<file path="config.mk">
export PLATFORM = sky130hd
export DESIGN_NAME = esc_telemetry_frame_receiver
export DESIGN_NICKNAME = d
export VERILOG_FILES = /design/src/esc_tfr_pkg.sv /design/src/esc_tfr_in_stage.sv /design/src/esc_tfr_window.sv /design/src/esc_tfr_out_stage.sv /design/src/esc_telemetry_frame_receiver.sv
export VERILOG_INCLUDE_DIRS = /design/src /design/src/src
export SDC_FILE = /design/constraint.sdc
export NUM_CORES = 1
export LEC_CHECK = 0
export BUFFER_PORTS_ARGS = -buffer_cell sky130_fd_sc_hd__buf_4
export CAP_MARGIN = 20
export CORE_UTILIZATION = 35
export CTS_BUF_LIST = sky130_fd_sc_hd__clkbuf_16
export DETAILED_ROUTE_END_ITERATION = 6
export HOLD_SLACK_MARGIN = 0.02
export PLACE_DENSITY = 0.56
export SETUP_SLACK_MARGIN = 0.4
export SLEW_MARGIN = 20
export SYNTH_ARGS = -nofsm -noshare
export SYNTH_HDL_FRONTEND = slang
export SYNTH_SLANG_ARGS = --single-unit
</file>
<file path="constraint.sdc">
create_clock -name clk -period 6.4 [get_ports clk]
set_input_delay 0.32 -clock clk [delete_from_list [all_inputs] [get_ports clk]]
set_output_delay 0.32 -clock clk [all_outputs]
set_load 0.005 [all_outputs]
</file>
<file path="src/esc_telemetry_frame_receiver_defines.svh">
// Assertion macros used by the frame window of the telemetry receiver.
`ifndef ESC_TELEMETRY_FRAME_RECEIVER_DEFINES_SVH
`define ESC_TELEMETRY_FRAME_RECEIVER_DEFINES_SVH

// Same-cycle implication, checked on every rising edge outside reset.
`define ESC_ASSERT_IMPL(label, cond, prop, msg) \
  label: assert property (@(posedge clk) disable iff (rst) (cond) |-> (prop)) \
    else $error(msg);

// Next-cycle implication, checked on every rising edge outside reset.
`define ESC_ASSERT_NEXT(label, cond, prop, msg) \
  label: assert property (@(posedge clk) disable iff (rst) (cond) |=> (prop)) \
    else $error(msg);

`endif

</file>
<file path="src/esc_tfr_pkg.sv">
// Shared types and constants of the telemetry receiver.
`timescale 1ns / 1ps

package esc_tfr_pkg;

  // Frame geometry: nine data bytes followed by one check byte.
  localparam int FRAME_BYTES = 10;
  localparam int HELD_BYTES  = FRAME_BYTES - 1;
  localparam int FILL_W      = $clog2(HELD_BYTES + 1);

  localparam logic [7:0] CRC_POLY  = 8'h07;
  localparam logic [7:0] CRC_TOP   = 8'h80;
  localparam logic [7:0] IDLE_FILL = 8'hFF;

  // Decoded frame; the first field sits in the highest bits when flattened.
  typedef struct packed {
    logic [15:0] erpm_hundreds;
    logic [15:0] consumption;
    logic [15:0] current;
    logic [15:0] voltage;
    logic [7:0]  temperature;
  } telem_t;

  localparam int DATA_W = $bits(telem_t);

endpackage

</file>
<file path="src/esc_tfr_in_stage.sv">
// Input register: holds one received byte until the frame logic takes it.
`timescale 1ns / 1ps

module esc_tfr_in_stage (
  input  logic       clk,
  input  logic       rst,
  input  logic       s_tvalid,
  output logic       s_tready,
  input  logic [7:0] s_tdata,   // [7:0] rx_byte
  input  logic       advance,
  output logic       in_valid,
  output logic [7:0] in_byte
);

  logic in_valid_next;
  logic load;

  // A new beat is taken when the register is empty or drains this cycle.
  assign s_tready = !in_valid || advance;
  assign load     = s_tvalid && s_tready;

  always_comb begin
    in_valid_next = in_valid;
    if (load) begin
      in_valid_next = 1'b1;
    end else if (advance) begin
      in_valid_next = 1'b0;
    end
  end

  always_ff @(posedge clk) begin
    if (rst) begin
      in_valid <= 1'b0;
    end else begin
      in_valid <= in_valid_next;
    end
  end

  // Payload needs no reset.
  always_ff @(posedge clk) begin
    if (load) begin
      in_byte <= s_tdata;
    end
  end

endmodule

</file>
<file path="src/esc_tfr_window.sv">
// Frame window: collects bytes, checks the CRC-8 and decodes a good frame.
`timescale 1ns / 1ps

`include "esc_telemetry_frame_receiver_defines.svh"

module esc_tfr_window (
  input  logic                 clk,
  input  logic                 rst,
  input  logic                 step,
  input  logic [7:0]           rx_byte,
  output logic                 emit,
  output esc_tfr_pkg::telem_t  telem
);

  localparam logic [esc_tfr_pkg::FILL_W-1:0] HELD_CNT =
    esc_tfr_pkg::FILL_W'(esc_tfr_pkg::HELD_BYTES);

  logic [7:0]                    window      [esc_tfr_pkg::HELD_BYTES];
  logic [7:0]                    window_next [esc_tfr_pkg::HELD_BYTES];
  logic [esc_tfr_pkg::FILL_W-1:0] fill_count;
  logic [esc_tfr_pkg::FILL_W-1:0] fill_count_next;
  logic [7:0]                    crc;
  logic                          full;
  logic                          idle_byte;
  logic                          match;
  logic                          store;

  // CRC of the held bytes, MSB first. Each shift step XORs in a fixed polynomial
  // when the top bit is set, so the unrolled loop is a fixed XOR network of the window bits.
  always_comb begin
    crc = 8'h00;
    for (int i = 0; i < esc_tfr_pkg::HELD_BYTES; i++) begin
      crc = crc ^ window[i];
      for (int k = 0; k < 8; k++) begin
        crc = {crc[6:0], 1'b0} ^ (crc[7] ? esc_tfr_pkg::CRC_POLY : 8'h00);
      end
    end
  end

  assign full      = fill_count >= HELD_CNT;
  assign idle_byte = (fill_count == '0) && (rx_byte == esc_tfr_pkg::IDLE_FILL);
  assign match     = full && (crc == rx_byte);
  assign emit      = step && match;
  assign store     = step && !idle_byte && !full;

  // Next window contents and fill count.
  always_comb begin
    window_next     = window;
    fill_count_next = fill_count;
    if (step && !idle_byte) begin
      if (!full) begin
        for (int i = 0; i < esc_tfr_pkg::HELD_BYTES; i++) begin
          if (fill_count == esc_tfr_pkg::FILL_W'(i)) begin
            window_next[i] = rx_byte;
          end
        end
        fill_count_next = fill_count + 1'b1;
      end else if (match) begin
        fill_count_next = '0;
      end else begin
        // Bad check byte: slide by one and keep it as the newest byte.
        for (int i = 0; i < esc_tfr_pkg::HELD_BYTES - 1; i++) begin
          window_next[i] = window[i+1];
        end
        window_next[esc_tfr_pkg::HELD_BYTES-1] = rx_byte;
        fill_count_next = HELD_CNT;
      end
    end
  end

  always_ff @(posedge clk) begin
    if (rst) begin
      fill_count <= '0;
    end else begin
      fill_count <= fill_count_next;
    end
  end

  // Window bytes hold data only and are never cleared.
  always_ff @(posedge clk) begin
    window <= window_next;
  end

  // Big-endian word decode of the held frame.
  always_comb begin
    telem.temperature   = window[0];
    telem.voltage       = {window[1], window[2]};
    telem.current       = {window[3], window[4]};
    telem.consumption   = {window[5], window[6]};
    telem.erpm_hundreds = {window[7], window[8]};
  end

  `ESC_ASSERT_IMPL(a_fill_in_range, 1'b1, fill_count <= HELD_CNT, "fill count beyond window")
  `ESC_ASSERT_NEXT(a_emit_clears, emit, fill_count == '0, "window not emptied after a frame")
  `ESC_ASSERT_NEXT(a_idle_skipped, step && idle_byte, fill_count == '0, "idle fill was stored")
  `ESC_ASSERT_NEXT(a_fill_grows, store, fill_count == $past(fill_count) + 1'b1, "byte not stored")

endmodule

</file>
<file path="src/esc_tfr_out_stage.sv">
// Output register: holds one decoded frame until the downstream side takes it.
`timescale 1ns / 1ps

module esc_tfr_out_stage (
  input  logic                           clk,
  input  logic                           rst,
  input  logic                           load,
  input  esc_tfr_pkg::telem_t            telem,
  output logic                           space,
  output logic                           m_tvalid,
  input  logic                           m_tready,
  output logic [esc_tfr_pkg::DATA_W-1:0] m_tdata
);

  logic m_tvalid_next;

  // Room for a new frame when empty or when the held beat leaves now.
  assign space = !m_tvalid || m_tready;

  always_comb begin
    m_tvalid_next = m_tvalid;
    if (load) begin
      m_tvalid_next = 1'b1;
    end else if (m_tready) begin
      m_tvalid_next = 1'b0;
    end
  end

  always_ff @(posedge clk) begin
    if (rst) begin
      m_tvalid <= 1'b0;
    end else begin
      m_tvalid <= m_tvalid_next;
    end
  end

  always_ff @(posedge clk) begin
    if (load) begin
      m_tdata <= telem;
    end
  end

endmodule

</file>
<file path="src/esc_telemetry_frame_receiver.sv">
// ESC telemetry receiver: input stage, frame window with CRC check, output stage.
//
// Usage: feed received telemetry bytes, one per beat, on the s_ channel.
// Idle fill bytes (0xFF) are skipped while no byte is held. After nine held
// bytes, the next byte is the check byte: when the CRC-8 (poly 0x07, start 0)
// of the nine bytes matches it, one decoded frame beat is sent on the m_
// channel and the window empties; otherwise the window slides by one byte.
// Path: input register, window check, output register.
// Throughput: one byte per cycle while the output register has room; the CRC
// is a fixed XOR network over the held bytes, so the window can update every cycle.
// The input register lets one byte be accepted while a frame waits on m_.
// When the receiver stalls with a frame held, the input register fills and
// s_tready drops until the frame is taken.
// Reset clears both stage valid flags and the fill count; the window bytes
// keep whatever they held and are rewritten before use.
// m_tdata fields from bit 0: temperature[7:0], voltage[23:8],
// current[39:24], consumption[55:40], erpm_hundreds[71:56].
`timescale 1ns / 1ps

module esc_telemetry_frame_receiver (
  input  logic                           clk,
  input  logic                           rst,
  input  logic                           s_tvalid,
  output logic                           s_tready,
  input  logic [7:0]                     s_tdata,   // [7:0] rx_byte
  output logic                           m_tvalid,
  input  logic                           m_tready,
  // [7:0] temperature, [23:8] voltage, [39:24] current,
  // [55:40] consumption, [71:56] erpm_hundreds
  output logic [esc_tfr_pkg::DATA_W-1:0] m_tdata
);

  logic                in_valid;
  logic [7:0]          in_byte;
  logic                advance;
  logic                space;
  logic                emit;
  esc_tfr_pkg::telem_t telem;

  // A held byte is processed whenever the output register can take a frame.
  assign advance = in_valid && space;

  esc_tfr_in_stage u_in_stage (
    .clk      (clk),
    .rst      (rst),
    .s_tvalid (s_tvalid),
    .s_tready (s_tready),
    .s_tdata  (s_tdata),
    .advance  (advance),
    .in_valid (in_valid),
    .in_byte  (in_byte)
  );

  esc_tfr_window u_window (
    .clk     (clk),
    .rst     (rst),
    .step    (advance),
    .rx_byte (in_byte),
    .emit    (emit),
    .telem   (telem)
  );

  esc_tfr_out_stage u_out_stage (
    .clk      (clk),
    .rst      (rst),
    .load     (emit),
    .telem    (telem),
    .space    (space),
    .m_tvalid (m_tvalid),
    .m_tready (m_tready),
    .m_tdata  (m_tdata)
  );

endmodule

</file>
### Word-level counts from Yosys, hierarchy flattened

Cells that the tools add are included.

* add/subtract/negate cells: 1
* multipliers: 0
* div/mod/pow operators: 0
* order comparisons: 1
* equal/unequal tests: 11
* shift-type cells: 0
* muxes and demuxes: 89
* bitwise gates (word level): 80
* reductions and logical operators: 32

Operator list (number)
* XOR 8 bit: 80
* two-way mux 3 bit: 72
* two-way mux 72 bit: 2
* two-way mux 8 bit: 9
* AND reduction 3 bit: 9
* nonzero test 2 bit: 11
* equality test 4 x 3 -> 1 bit (second input constant): 4
* equality test 4 x 2 -> 1 bit (second input constant): 2
* equality test 8 bit: 1
* equality test 8 bit (second input constant): 1
* two-way mux 4 bit: 2
* logical AND 1 bit: 6
* adder 4 x 1 -> 4 bit (second input constant): 1
* equality test 4 x 1 -> 1 bit (second input constant): 1
* equality test 4 bit (second input constant): 1
* greater-or-equal comparator 4 bit (second input constant): 1
* zero test 4 bit: 1
* two-way mux 1 bit: 4
* zero test 1 bit: 3
* logical OR 1 bit: 2
* inequality test 2 bit (second input constant): 1

* register bits after elaboration: 158
* latch bits: 0
* RAM bits: 0
* bits in read-only memories: 0
* output and inout port bits: 74
* word-level logic and storage cells: 228
* memories: 0

### Logic depth before layout (Yosys ltp)

* depth after elaboration: 156
* depth in mapped cells: 14

### Cells and area by module

Synthesis repeated with hierarchy kept, for this count alone.

* cell total of the unflattened synthesis: 509
* area total of the unflattened synthesis: 8166.6 um^2

By module, submodules not included
* esc_tfr_window: instances 1, cells each 419, area each 5656.7 um^2, seq. area each 2242.2 um^2
* esc_tfr_out_stage: instances 1, cells each 76, area each 2208.4 um^2, seq. area each 2182.1 um^2
* esc_tfr_in_stage: instances 1, cells each 13, area each 295.3 um^2, seq. area each 260.2 um^2
* esc_telemetry_frame_receiver: instances 1, cells each 1, area each 6.3 um^2, seq. area each 0.0 um^2

### Worst setup path after synthesis

OpenSTA, ideal clock, no wires.

* kind: register -> register
* start: register u_window.window (netlist bit u_window.telem[6])
* end: register u_out_stage.m_tdata[0] in the netlist's numbering, enable pin
* setup time: 0.438 ns
* data arrival time: 6.271 ns
* slack: -0.310 ns
* cell stages (with the launch flop): 15
* cells stage by stage: edfxtp_1 clkbuf_2 xnor3_1 xor2_2 xor2_1 xor3_1 xnor3_1 xor2_1 xnor3_1 xnor2_1 mux2_2 a311oi_1 a32oi_1 nor2_4 and3_1

* cells in the longest elaborated chain, start to end: 95
* elaborated cells on any way between the ends: 145

Ends and longest elaborated chain
* from (decl): line esc_tfr_window.sv:18 `logic [7:0] window [esc_tfr_pkg::HELD_BYTES];`
* from (signal assigned): line esc_tfr_window.sv:81 `window <= window_next;`
* XOR 8 bit (*): line esc_tfr_window.sv:35 `crc = {crc[6:0], 1'b0} ^ (crc[7] ? esc_tfr_pkg::CRC_POLY : 8'h00);`
* two-way mux 3 bit (*): line esc_tfr_window.sv:35
* XOR 8 bit (*) (6 in series): line esc_tfr_window.sv:35
* two-way mux 3 bit or XOR 8 bit (tied branches): line esc_tfr_window.sv:35
* XOR 8 bit (*): line esc_tfr_window.sv:35
* XOR 8 bit (*): line esc_tfr_window.sv:33 `crc = crc ^ window[i];`
* XOR 8 bit (*) (5 in series): line esc_tfr_window.sv:35
* two-way mux 3 bit or XOR 8 bit (tied branches): line esc_tfr_window.sv:35
* [... 65 more ...]
* XOR 8 bit (*): line esc_tfr_window.sv:33
* XOR 8 bit (*) (7 in series): line esc_tfr_window.sv:35
* two-way mux 3 bit or XOR 8 bit (tied branches): line esc_tfr_window.sv:35
* XOR 8 bit (*): line esc_tfr_window.sv:35
* equality test 8 bit (*): line esc_tfr_window.sv:42 `assign match = full && (crc == rx_byte);`
* logical AND 1 bit (*): line esc_tfr_window.sv:42
* logical AND 1 bit (*): line esc_tfr_window.sv:43 `assign emit = step && match;`
* via emit: line esc_telemetry_frame_receiver.sv:37 `logic emit;`
* to (signal assigned): line esc_tfr_out_stage.sv:39 `m_tdata <= telem;`
* to (decl): line esc_tfr_out_stage.sv:12 `output logic [esc_tfr_pkg::DATA_W-1:0] m_tdata`

Mark *: on every way through the listed nets, which the timed path passes. The rest lies on a longest branch.
A chain may end at the register's enable or synchronous reset.

### Final worst setup path

* start: register u_window.window (netlist bit u_window.telem[2])
* end: register u_out_stage.m_tdata[20] in the netlist's numbering, enable pin

* cells in the longest elaborated chain, start to end: 95
* elaborated cells on any way between the ends: 141

Ends and longest elaborated chain (line)
* XOR 8 bit (*) (5 in series): esc_tfr_window.sv:35
* two-way mux 3 bit (*): esc_tfr_window.sv:35
* XOR 8 bit (*) (3 in series): esc_tfr_window.sv:35
* XOR 8 bit (*): esc_tfr_window.sv:33
* XOR 8 bit (*) (3 in series): esc_tfr_window.sv:35
* two-way mux 3 bit: esc_tfr_window.sv:35
* XOR 8 bit (*) (5 in series): esc_tfr_window.sv:35
* XOR 8 bit (*): esc_tfr_window.sv:33
* [... 63 more ...]
* two-way mux 3 bit: esc_tfr_window.sv:35
* XOR 8 bit (*) (6 in series): esc_tfr_window.sv:35
* two-way mux 3 bit: esc_tfr_window.sv:35
* XOR 8 bit (*): esc_tfr_window.sv:35
* equality test 8 bit (*): esc_tfr_window.sv:42
* logical AND 1 bit (*): esc_tfr_window.sv:42
* logical AND 1 bit (*): esc_tfr_window.sv:43
* via emit: esc_telemetry_frame_receiver.sv:37

Marked as above.

==> flow_summary_export.csv <==
group,metric,value,unit
status,status,"complete, no violations",
global_route,grt_pass1_vias,4781,
global_route,antenna_found_initial,0,
critical_path,r2r_start,"u_window.telem[2]",
worst_hold_path,holdPathStages,1,
place,portBuffers,85,
logic_synthesis,synthMostInstantiatedCell,"edfxtp_1",
layout,drive_gt1_frac,0.249,
logic_synthesis,synth.distinct_cells,39,
timing,slew_viol_final,0,
logic_synthesis,yosys_warnings,0,
clocking,cts_tree,"done",
layout,area_growth,22.0,%
clocking,clk_pin_slew,0.07,ns
logic_synthesis,synth_top_area_frac,0.540,
logic_synthesis,syn_area,0.00846,mm2
job,cap_violations,0,
detailed_routing,drtAntennaViolNets,0,
logic_synthesis,synthArstFlopShare,0,
layout,fin_nets,650,
layout,antenna_cells,0,
floorplanning,die_x,157,um
layout,fillers,2119,
logic_synthesis,netlist_top_cells_count,"edfxtp_1, xnor2_1, a21o_1, xnor3_1, xor2_1",
critical_path,crit_path_end_kind,"register",
critical_path,startpoint_type,"register",
clocking,cts_hold_buf,0,
detailed_routing,drc_errors,0,
logic_synthesis,ys_seq_area_frac,0.554,
global_route,track_usage,0.166,
global_route,overflow,0,
timing,rsz0062_at_grt,"no",
clocking,ctsLongestPathBuffers,2,
worst_hold_path,hp-start,"s_tdata[1]",
layout,final-instance-count-excl-fill,965,
floorplanning,die-area,0.0248,mm2
timing,tightest_slew,1.12,ns
detailed_routing,vias,4565,
global_route,grt_max_degree,85,
worst_hold_path,whs_endpoint,"u_in_stage.in_byte[1]",
critical_path,timing.rr.end,"u_out_stage.m_tdata[20]",
detailed_routing,drt_wl_total,19400,um
detailed_routing,viasPerCell,4.73,
place,hpwl,14500,um
critical_path,r2r_slack,0.63,ns
timing,timing.fmax,173,MHz
detailed_routing,wl_per_cell,20.1,um
clocking,clk_latency,0.43,ns
place,dpl.cell_count,923,
clocking,cts_root_buffer,"clkbuf_16",
critical_path,crit_arrival,5.87,ns
logic_synthesis,synth_ff_type,"edfxtp_1",
timing,slew_headroom,0.253,
timing,finalHoldViolations,0,
floorplanning,initial_utilization,0.358,
critical_path,crit_path_max_fanout,52,
critical_path,worstRegToRegCells,15,
detailed_routing,drt_first_iter_violations,264,
timing,period_needed,5.77,ns
timing,fin_crit_sh,0.901,
layout,finalInstanceArea,0.0103,mm2
timing,fin_setup_tns,0,ns
global_route,grt_pass1_wl,29300,um
place,place_congestion,0.855,
logic_synthesis,ys_top_cells_by_area,"edfxtp_1, xnor3_1, xnor2_1, a21o_1, xor2_1",
logic_synthesis,synth_top_area_cell,"edfxtp_1",
layout,seq_area,0.00468,mm2
place,post_dp_cell_area,0.00954,mm2
clocking,numCtsBuffers,17,
logic_synthesis,netlist_instances,526,
clocking,ctsHtreeMaxLevel,4,
timing,fin_skew,0.0112,ns
clocking,clkSinkCount,158,
logic_synthesis,syn-num-nets,543,
floorplanning,ioPinCount,86,
detailed_routing,drtPass1Iterations,4,
logic_synthesis,syn_area_per_cell,16.1,um2
worst_hold_path,hold_class,"input pin to register",
logic_synthesis,synth_seq_cells,158,
floorplanning,floorplan.rows,56,
floorplanning,die_h,157,um
timing,setup_violations,0,
critical_path,critPathKind,"register to register",
layout,multi_input_area,0.00380,mm2
floorplanning,core,0.0236,mm2
logic_synthesis,synth-edff-count,152,
critical_path,required,6.51,ns
==> cells in the final DEF, fill, tap and decap left out, types with 3 or more instances in the layout <==
cell type / count
xor2_2: 5
a21oi_1: 14
nand2b_1: 3
buf_4: 106
or2_2: 3
xnor2_4: 3
xnor3_1: 54
nor2_1: 7
nand2_1: 3
inv_8: 4
mux2i_1: 5
xnor3_2: 3
ha_1: 5
inv_6: 3
edfxtp_1: 152
xnor2_1: 92
xor2_1: 28
xor3_1: 8
a21o_1: 64
inv_1: 6
nor3_1: 9
clkbuf_16: 17
dfxtp_1: 6
clkinv_4: 4
nor2b_1: 9
==> worst max-delay path by stage <==
stage,endpoint,depth (start not counted),start
CTS,u_out_stage.m_tdata[42],14,u_window.telem[2]
floorplan,u_out_stage.m_tdata[0],14,u_window.telem[6]
detailed placement,u_out_stage.m_tdata[29],14,u_window.telem[2]
finish,u_out_stage.m_tdata[20],15,u_window.telem[2]
global route,u_window.telem[29],15,u_window.telem[3]
global placement,u_out_stage.m_tdata[29],14,u_window.telem[1]
==> worst max-delay path, cell delays in order (launching register included) <==
cell      delay, ns
edfxtp_1       0.45
buf_4          0.19
xor2_4         0.21
xnor3_1        0.49
xnor3_1        0.38
xor3_1         0.45
xnor3_2        0.52
xnor3_2        0.31
xnor3_1        0.47
xnor2_1        0.27
xnor2_1        0.11
or3_1          0.33
a2111o_1       0.50
nor2_4         0.18
and3_2         0.25
buf_12         0.26
==> final cells by class <==
cell class / count / area share
timing repair buffer: 108 / 0.0802
sequential: 158 / 0.454
clock buffer: 17 / 0.0412
clock inverter: 15 / 0.0148
tap: 319 / 0.0387
multi-input combinational: 342 / 0.369
inverter: 6 / 0.00218
==> state kept, by name, summed over array words and instances (netlist names) <==
register and cells:
u_window.telem 72, u_out_stage.m_tdata 72, u_out_stage.m_tvalid 1, u_window.fill_count 4, u_in_stage.in_valid 1, u_in_stage.in_byte 8
==> timing repair <==
| item | in CTS | in global routing |
|---|---|---|
| hold endpoints to repair | 0 | 0 |
| resized for setup | 0 | 15 |
| endpoints found under the setup margin | 0 | 116 |
| setup buffers | 0 | 10 |
==> cell families after synthesis <==
family | after synthesis | synth area share
AO/OA/AOI/OAI | 88 | 0.0744
XOR/XNOR | 197 | 0.315
adder cells (fa/ha/maj) | 5 | 0.00740
buffers and inverters | 26 | 0.0117
flip-flops | 158 | 0.554
multiplexers | 6 | 0.00725
AND/OR/NAND/NOR | 46 | 0.0303
==> through the flow <==
| step | hold slack, ns | util | setup slack (ns) |
|---|---|---|---|
| 3_3_place_gp | 0.498 | 0.404 | 0.558 |
| 6_report | 0.0618 | 0.437 | 0.635 |
| 4_1_cts | 0.0438 | 0.428 | 0.459 |
| 2_1_floorplan | 0.389 | - | 0.491 |
| 5_1_grt | 0.0418 | 0.437 | 0.356 |
| 3_5_place_dp | 0.494 | 0.404 | 0.498 |
==> layer usage <==
layer / up-vias / GRT usage / share of wire
li1: 2126 / - / -
met1: 2304 / 0.204 / 0.43
met2: 113 / 0.292 / 0.52
met3: 22 / 0.0402 / 0.038
met4: 0 / 0.0416 / 0.014
met5: - / 0 / 0
Power is not shown: default switching activity piles up to over one toggle a cycle in this logic, so the estimate is an artifact.
